==> src/cfm_pkg.sv <==
package cfm_pkg;

  localparam int TEMP_W   = 12;
  localparam int PRESS_W  = 10;
  localparam int FLOW_W   = 12;
  localparam int PUMP_W   = 10;
  localparam int DELTA_W  = 11;
  localparam int CNT_W    = 8;
  localparam int RSN_W    = 8;
  localparam int CFG_IDX_W  = 3;
  localparam int CFG_DATA_W = 12;

  // reason bit positions
  localparam int RSN_INLET     = 0;
  localparam int RSN_OUTLET    = 1;
  localparam int RSN_PRESSURE  = 2;
  localparam int RSN_STALE     = 3;
  localparam int RSN_OVERTEMP  = 4;
  localparam int RSN_DELTA     = 5;
  localparam int RSN_LOWFLOW   = 6;
  localparam int RSN_OVERPRESS = 7;

  typedef enum logic [CFG_IDX_W-1:0] {
    CFG_MAX_FLUID   = 3'd0,
    CFG_CLEAR_FLUID = 3'd1,
    CFG_MIN_FLOW    = 3'd2,
    CFG_MAX_PRESS   = 3'd3,
    CFG_MAX_DELTA   = 3'd4,
    CFG_TRIP        = 3'd5,
    CFG_CLEAR       = 3'd6,
    CFG_STARTUP     = 3'd7
  } cfg_idx_t;

  typedef struct packed {
    logic [TEMP_W-1:0]  max_fluid;
    logic [TEMP_W-1:0]  clear_fluid;
    logic [FLOW_W-1:0]  min_flow;
    logic [PRESS_W-1:0] max_press;
    logic [DELTA_W-1:0] max_delta;
    logic [CNT_W-1:0]   trip_samples;
    logic [CNT_W-1:0]   clear_samples;
    logic [CNT_W-1:0]   startup_samples;
  } cfg_t;

  localparam cfg_t CFG_RESET = '{
    max_fluid:       12'd850,
    clear_fluid:     12'd800,
    min_flow:        12'd500,
    max_press:       10'd400,
    max_delta:       11'd250,
    trip_samples:    8'd3,
    clear_samples:   8'd10,
    startup_samples: 8'd25
  };

  typedef struct packed {
    logic [TEMP_W-1:0]  inlet_temp;
    logic               inlet_ok;
    logic [TEMP_W-1:0]  outlet_temp;
    logic               outlet_ok;
    logic [PRESS_W-1:0] pressure_reading;
    logic               pressure_ok;
    logic [FLOW_W-1:0]  flow_reading;
    logic               flow_ok;
    logic [PUMP_W-1:0]  pump_demand;
    logic               pump_demand_ok;
  } sample_t;

  // fault history that feeds the over-temperature hold
  typedef struct packed {
    logic fault;
    logic overtemp_latched;
  } hist_t;

endpackage

==> src/cfm_reasons.sv <==
module cfm_reasons import cfm_pkg::*; #(
  parameter int unsigned PUMP_ON_TENTHS = 200
) (
  input  sample_t          smp,
  input  cfg_t             cfg,
  input  logic [CNT_W-1:0] seen_nxt,
  input  hist_t            hist,
  output logic [RSN_W-1:0] rsn
);

  logic signed [TEMP_W-1:0] t_in;
  logic signed [TEMP_W-1:0] t_out;
  logic signed [TEMP_W-1:0] t_hi;
  logic signed [TEMP_W-1:0] max_fluid;
  logic signed [TEMP_W-1:0] clear_fluid;
  logic signed [TEMP_W:0]   diff;
  logic [TEMP_W-1:0]        adiff;
  logic                     both_ok;
  logic                     flow_checks;
  logic                     otemp_trip;
  logic                     otemp_hold;

  always_comb begin
    t_in        = $signed(smp.inlet_temp);
    t_out       = $signed(smp.outlet_temp);
    max_fluid   = $signed(cfg.max_fluid);
    clear_fluid = $signed(cfg.clear_fluid);
    both_ok     = smp.inlet_ok && smp.outlet_ok;
    t_hi        = (t_in > t_out) ? t_in : t_out;
    diff        = $signed({t_in[TEMP_W-1], t_in}) - $signed({t_out[TEMP_W-1], t_out});
    adiff       = diff[TEMP_W] ? TEMP_W'(-diff) : TEMP_W'(diff);

    flow_checks = (seen_nxt >= cfg.startup_samples) && smp.pump_demand_ok &&
                  (smp.pump_demand >= PUMP_W'(PUMP_ON_TENTHS));

    otemp_trip  = both_ok && (t_hi >= max_fluid);
    otemp_hold  = hist.fault && hist.overtemp_latched && both_ok &&
                  ((t_in > clear_fluid) || (t_out > clear_fluid));

    rsn                = '0;
    rsn[RSN_INLET]     = !smp.inlet_ok;
    rsn[RSN_OUTLET]    = !smp.outlet_ok;
    rsn[RSN_PRESSURE]  = !smp.pressure_ok;
    rsn[RSN_STALE]     = flow_checks && !smp.flow_ok;
    rsn[RSN_OVERTEMP]  = otemp_trip || otemp_hold;
    rsn[RSN_DELTA]     = both_ok && (adiff >= {1'b0, cfg.max_delta});
    rsn[RSN_LOWFLOW]   = flow_checks && smp.flow_ok && (smp.flow_reading < cfg.min_flow);
    rsn[RSN_OVERPRESS] = smp.pressure_ok && (smp.pressure_reading > cfg.max_press);
  end

endmodule

==> config.mk <==
export PLATFORM = sky130hd
export DESIGN_NAME = cfm_reasons
export DESIGN_NICKNAME = d
export VERILOG_FILES = /design/src/cfm_pkg.sv /design/src/cfm_reasons.sv
export SDC_FILE = /design/constraint.sdc
export NUM_CORES = 1
export LEC_CHECK = 0
export BUFFER_PORTS_ARGS = -buffer_cell sky130_fd_sc_hd__buf_2
export CORE_MARGIN = 3
export CORE_UTILIZATION = 52
export DETAILED_ROUTE_END_ITERATION = 10
export PLACE_DENSITY = 0.91
export RECOVER_POWER = 100
export SLEW_MARGIN = 5
export SYNTH_ARGS = -nofsm -noshare
export SYNTH_HDL_FRONTEND = slang
export SYNTH_SLANG_ARGS = --single-unit
==> constraint.sdc <==
create_clock -name vclk -period 15.9
set_clock_uncertainty 0.1 [all_clocks]
set_input_delay 3.18 -clock vclk [all_inputs]
set_output_delay 3.18 -clock vclk [all_outputs]
set_load 0.05 [all_outputs]
==> Word level (Yosys, flattened, before mapping) <==
Index checks and enable logic that the tools add are counted.
{ "word_totals": {"regBits": 0, "in_bits": 152, "out_inout_bits": 8, "word_cells": 31} }
{ "op_classes": {"n_addsub": 2, "magnitude_cmp": 9, "mux": 2, "n_reduce_logical": 18} }
{ "ops": {"columns": ["cell", "n"], "rows": [
  ["12-bit > comparator", 3],
  ["12-bit two-way mux", 2],
  ["12-bit by 12-bit subtractor with 13-bit output", 1],
  ["12-bit by 11-bit >= comparator with 1-bit output", 1],
  ["12-bit >= comparator", 1],
  ["1-bit logical AND", 12],
  ["12-bit less-than comparator", 1],
  ["12-bit negation", 1],
  ["10-bit by 8-bit >= comparator with 1-bit output (second input constant)", 1],
  ["10-bit > comparator", 1],
  ["8-bit >= comparator", 1],
  ["1-bit zero test", 4],
  ["1-bit logical OR", 2]
]} }

==> Depth between registers and ports, before layout <==
{ "logic_depth": {"ltp_word": 5, "mapped_depth": 21, "mapped_depth_nobuf": 20} }

==> Least setup slack after synthesis <==
Ideal clock, no wire load.
{ "synth_path": {"path_kind": "in2out", "start": "input smp[49] (netlist bit)", "end": "output rsn[5]", "arrival_time_ns": 7.896, "t_required_ns": 12.620, "slack_ns": 4.724, "path_stages": 20, "path_buffers": 1, "cell_sequence": "inv_1 ha_1 fa_1 nor2b_4 o2111ai_2 nand3_1 a211o_1 a31oi_1 a21oi_1 clkbuf_1 nor2_1 xnor2_1 ha_1 nand2_1 o21ai_0 a21oi_1 o21ai_0 a221oi_1 and4_4 a2111oi_1"} }
{ "synth_between": {"elab_chain_cells": 5} }
{ "synth_lines": {"columns": ["element", "line", "rtl"], "rows": [
  ["start: declaration", "cfm_reasons.sv:4", "input sample_t smp,"],
  ["12-bit by 12-bit subtractor with 13-bit output (*)", "cfm_reasons.sv:30", "diff = $signed({t_in[TEMP_W-1], t_in}) - $signed({t_out[TEMP_W-1], t_out});"],
  ["12-bit negation", "cfm_reasons.sv:31", "adiff = diff[TEMP_W] ? TEMP_W'(-diff) : TEMP_W'(diff);"],
  ["12-bit two-way mux (*)", "cfm_reasons.sv:31", null],
  ["12-bit by 11-bit >= comparator with 1-bit output (*)", "cfm_reasons.sv:46", "rsn[RSN_DELTA] = both_ok && (adiff >= {1'b0, cfg.max_delta});"],
  ["1-bit logical AND (*)", "cfm_reasons.sv:46", null],
  ["end: declaration", "cfm_reasons.sv:8", "output logic [RSN_W-1:0] rsn"]
]} }
Mark *: on every way between the ends. The rest lies on a longest branch, timed or not.

==> Final worst setup path <==
{ "layout_path": {"start": "input smp[39] (netlist bit)", "end": "output rsn[4]"} }
{ "layout_between": {"elab_chain_cells": 5, "word_cells_on_any_way": 8, "classes_between": "3 x order compare; 1 x mux; 4 x reduce/logical"} }
{ "layout_lines": {"columns": ["element", "line", "rtl"], "rows": [
  ["12-bit > comparator", "cfm_reasons.sv:29", "t_hi = (t_in > t_out) ? t_in : t_out;"],
  ["12-bit two-way mux", "cfm_reasons.sv:29", null],
  ["12-bit >= comparator", "cfm_reasons.sv:36", "otemp_trip = both_ok && (t_hi >= max_fluid);"],
  ["1-bit logical AND", "cfm_reasons.sv:36", null],
  ["1-bit logical OR (*)", "cfm_reasons.sv:45", "rsn[RSN_OVERTEMP] = otemp_trip || otemp_hold;"]
]} }
Marks and branches as above.

==> flow_summary.html <==
<table>
<tr><th>Metric</th><th>Value</th></tr>
<tr><th colspan="2">Worst hold path</th></tr>
<tr><td>Hold/Removal Path Class</td><td>in -&gt; out</td></tr>
<tr><td>Critical hold path startpoint</td><td>smp[24]</td></tr>
<tr><th colspan="2">Floorplanning</th></tr>
<tr><td>Count of standard-cell rows</td><td>27</td></tr>
<tr><td>Initial Utilization</td><td>54.4%</td></tr>
<tr><td>Floorplan die area</td><td>0.00678 mm2</td></tr>
<tr><td>Height of the chip</td><td>82.4 um</td></tr>
<tr><td>Chip Width</td><td>82.4 um</td></tr>
<tr><td>Core region area</td><td>0.00557 mm2</td></tr>
<tr><td>Number of I/O pins</td><td>160</td></tr>
<tr><th colspan="2">Timing</th></tr>
<tr><td>Final hold slack</td><td>6.66 ns</td></tr>
<tr><td>Normalized max-slew margin</td><td>51.9%</td></tr>
<tr><td>Maximum clock frequency</td><td>0.0888 GHz</td></tr>
<tr><td>Setup tns final</td><td>0 ns</td></tr>
<tr><td>Fin. max-slew vios</td><td>0</td></tr>
<tr><td>Worst-Margin Slew</td><td>0.722 ns</td></tr>
<tr><td>Final hold violation count</td><td>0</td></tr>
<tr><td>Unrepaired setup endpoints after global routing</td><td>false</td></tr>
<tr><td>Final period demand of the worst path</td><td>11.26 ns</td></tr>
<tr><td>Period utilization</td><td>70.8%</td></tr>
<tr><td>Number of failing setup endpoints in the final timing report</td><td>0</td></tr>
<tr><th colspan="2">Worst setup path</th></tr>
<tr><td>Highest net fanout along the worst path</td><td>8</td></tr>
<tr><td>Critical Path End Type</td><td>output pin</td></tr>
<tr><td>First element of the critical path</td><td>smp[39]</td></tr>
<tr><td>WP data required</td><td>12.62 ns</td></tr>
<tr><td>Data arrival time of the worst path</td><td>7.98 ns</td></tr>
<tr><td>CP Class</td><td>in -&gt; out</td></tr>
<tr><td>Startpoint types</td><td>input pin</td></tr>
<tr><th colspan="2">Logic synthesis</th></tr>
<tr><td>Distinct cell type count of the synthesized netlist</td><td>53</td></tr>
<tr><td>Number of warning messages in the yosys log</td><td>0</td></tr>
<tr><td>Most frequent cell after synthesis</td><td>sky130_fd_sc_hd__ha_1</td></tr>
<tr><td>Top post-synthesis cells by area</td><td>sky130_fd_sc_hd__ha_1, sky130_fd_sc_hd__inv_1, sky130_fd_sc_hd__a21oi_1, sky130_fd_sc_hd__o21ai_0, sky130_fd_sc_hd__a21o_1</td></tr>
<tr><td>Synth Cell Area</td><td>0.00303 mm2</td></tr>
<tr><td>Sequential share of the synthesized area</td><td>0%</td></tr>
<tr><td>Share of the synthesized area in the top cell type</td><td>36.7%</td></tr>
<tr><td>Mean area per synthesized cell</td><td>7.12 um2</td></tr>
<tr><td>Number of nets in the synthesized netlist</td><td>668</td></tr>
<tr><td>Top cell type by total area after synthesis</td><td>sky130_fd_sc_hd__ha_1</td></tr>
<tr><td>Top post-synthesis cells by count</td><td>sky130_fd_sc_hd__ha_1, sky130_fd_sc_hd__inv_1, sky130_fd_sc_hd__a21oi_1, sky130_fd_sc_hd__nor2_1, sky130_fd_sc_hd__o21ai_0</td></tr>
<tr><td>Number of cells produced by synthesis</td><td>426</td></tr>
<tr><th colspan="2">Routing</th></tr>
<tr><td>DRT iter0 DRCs</td><td>167</td></tr>
<tr><td>Detail-routed via count per cell</td><td>5.47</td></tr>
<tr><td>Total iterations of the first detailed-routing run</td><td>4</td></tr>
<tr><td>Total number of vias</td><td>3,466</td></tr>
<tr><td>Overall routed net length</td><td>8.28 mm</td></tr>
<tr><td>Routed wire length per instance</td><td>13.1 um</td></tr>
<tr><td>Post-route antenna net violation count</td><td>0</td></tr>
<tr><td>Number of DRC violations after detailed routing</td><td>0</td></tr>
<tr><th colspan="2">Clock tree</th></tr>
<tr><td>Hold buffer count at cts</td><td>0</td></tr>
<tr><td>Cells resized by post-CTS repair</td><td>0</td></tr>
<tr><td>Number of setup buffers added after CTS</td><td>0</td></tr>
<tr><th colspan="2">Finish</th></tr>
<tr><td>Cell Count, Final, Fillers Out</td><td>634</td></tr>
<tr><td>Number of sequential storage elements</td><td>0</td></tr>
<tr><td>Number of antenna repair diodes</td><td>0</td></tr>
<tr><td>Storage cell area</td><td>0 um2</td></tr>
<tr><td>Combined area of the multi-input logic cells</td><td>0.00269 mm2</td></tr>
<tr><td>Number of clock buffers in the layout</td><td>0</td></tr>
<tr><td>Layout area overhead</td><td>25.2%</td></tr>
<tr><td>Utilization after layout</td><td>68.1%</td></tr>
<tr><td>Post-Layout Inst Area</td><td>0.00380 mm2</td></tr>
<tr><td>Share of cells above drive strength 1</td><td>25.4%</td></tr>
<tr><td>Nets@finish</td><td>806</td></tr>
<tr><td>Fillcell total</td><td>479</td></tr>
<tr><th colspan="2">Placement</th></tr>
<tr><td>Global placement routability congestion</td><td>0.952</td></tr>
<tr><td>HPWL after detailed placement</td><td>7.53 mm</td></tr>
<tr><td>Port Buffers</td><td>141</td></tr>
<tr><td>Instance area after placement</td><td>0.00381 mm2</td></tr>
<tr><td>Post-Place Cells</td><td>634</td></tr>
<tr><th colspan="2">Pwr</th></tr>
<tr><td>Leak Pwr</td><td>2.27 nW</td></tr>
<tr><td>Maximum vdd ir drop</td><td>0.0246 mV</td></tr>
<tr><td>Cell Pwr Density</td><td>37.8 mW/mm2</td></tr>
<tr><th colspan="2">Global routing</th></tr>
<tr><td>Antenna violations before repair</td><td>0</td></tr>
<tr><td>Global-route usage over all layers</td><td>23.2%</td></tr>
<tr><td>Number of global-route vias before repair</td><td>3,288</td></tr>
<tr><td>Wire length of the first global-routing pass</td><td>13.1 mm</td></tr>
<tr><td>Pin count of the biggest net entering global routing</td><td>12</td></tr>
<tr><td>Global route total overflow</td><td>0</td></tr>
<tr><th colspan="2">Outcome</th></tr>
<tr><td>Result of the run</td><td>finished, final reports clean</td></tr>
<tr><th colspan="2">Job</th></tr>
<tr><td>Max-capacitance violation count</td><td>0</td></tr>
</table>
-- power by group --
part	switching, mW	internal, mW	total, mW
sequential	0	0	0
clock	0	0	0
combinational	0.0774	0.0660	0.143
-- per-layer routing --
layer / vias up / wire, um / global-route usage (%) / share of wire, %
met5: - / 0 / 0 / 0
met4: 0 / 144 / 5.48 / 1.7
met3: 18 / 500 / 0.759 / 6.0
met2: 129 / 4330 / 45.4 / 52
met1: 1543 / 3300 / 27.3 / 40
li1: 1776 / - / - / -
-- metrics by stage --
step | power [mW] | worst slack (ns)
floorplan | 0.101 | 4.72
detailed placement | 0.143 | 4.91
CTS | 0.144 | 4.90
global placement | 0.136 | 5.02
global route | 0.162 | 4.36
finish | 0.143 | 4.64
-- path summary, 6_finish.rpt --
| path | end | cells past startpoint |
|---|---|---|
| worst max-delay path | rsn[4] | 20 |
| worst min-delay path | rsn[2] | 3 |
-- logic make-up after synthesis --
kind of cell / Yosys count / synth area share, %
AOI/OAI and AO/OA: 105 / 22.1
adders and majority gates: 90 / 37.4
buffers and inverters: 91 / 11.4
xor gates and xnor gates: 15 / 4.33
muxes: 14 / 5.04
and+or+nand+nor: 111 / 19.8
-- cells in the final DEF (no fill, tap or decap), types with 5 or more instances in the layout --
cell	count
sky130_fd_sc_hd__xnor2_1	9
sky130_fd_sc_hd__o21ai_0	24
sky130_fd_sc_hd__nand2_1	17
sky130_fd_sc_hd__mux2_1	8
sky130_fd_sc_hd__nor2_1	30
sky130_fd_sc_hd__inv_1	85
sky130_fd_sc_hd__o21a_1	5
sky130_fd_sc_hd__ha_1	89
sky130_fd_sc_hd__nand4_1	13
sky130_fd_sc_hd__nor3_1	8
sky130_fd_sc_hd__a31oi_1	5
sky130_fd_sc_hd__xor2_1	6
sky130_fd_sc_hd__clkbuf_1	8
sky130_fd_sc_hd__a21oi_1	33
sky130_fd_sc_hd__nand2b_1	9
sky130_fd_sc_hd__a21o_1	16
sky130_fd_sc_hd__nor2b_1	8
sky130_fd_sc_hd__nand3_1	7
sky130_fd_sc_hd__buf_2	134
-- area by class of cell --
cell class / count / area share [%]
repair buffers: 142 / 18.5
well taps: 72 / 2.37
multi-input cells: 335 / 70.8
inverters: 85 / 8.40
-- worst max-delay path, stage by stage --
cell and delay, ns:
sky130_fd_sc_hd__buf_2 0.11, sky130_fd_sc_hd__inv_1 0.04, sky130_fd_sc_hd__ha_1 0.42, sky130_fd_sc_hd__o21ai_0 0.15, sky130_fd_sc_hd__a21oi_1 0.26, sky130_fd_sc_hd__nor4_1 0.09, sky130_fd_sc_hd__o21bai_1 0.19, sky130_fd_sc_hd__o22ai_1 0.20
sky130_fd_sc_hd__o2bb2ai_1 0.16, sky130_fd_sc_hd__a21oi_1 0.46, sky130_fd_sc_hd__clkbuf_1 0.47, sky130_fd_sc_hd__mux2_2 0.40, sky130_fd_sc_hd__ha_1 0.28, sky130_fd_sc_hd__inv_1 0.04, sky130_fd_sc_hd__or3_1 0.33, sky130_fd_sc_hd__nor3_1 0.19
sky130_fd_sc_hd__o311ai_0 0.19, sky130_fd_sc_hd__o211ai_1 0.12, sky130_fd_sc_hd__or3b_2 0.45, sky130_fd_sc_hd__buf_2 0.22
No activity file was read; power rests on OpenSTA's default activity.
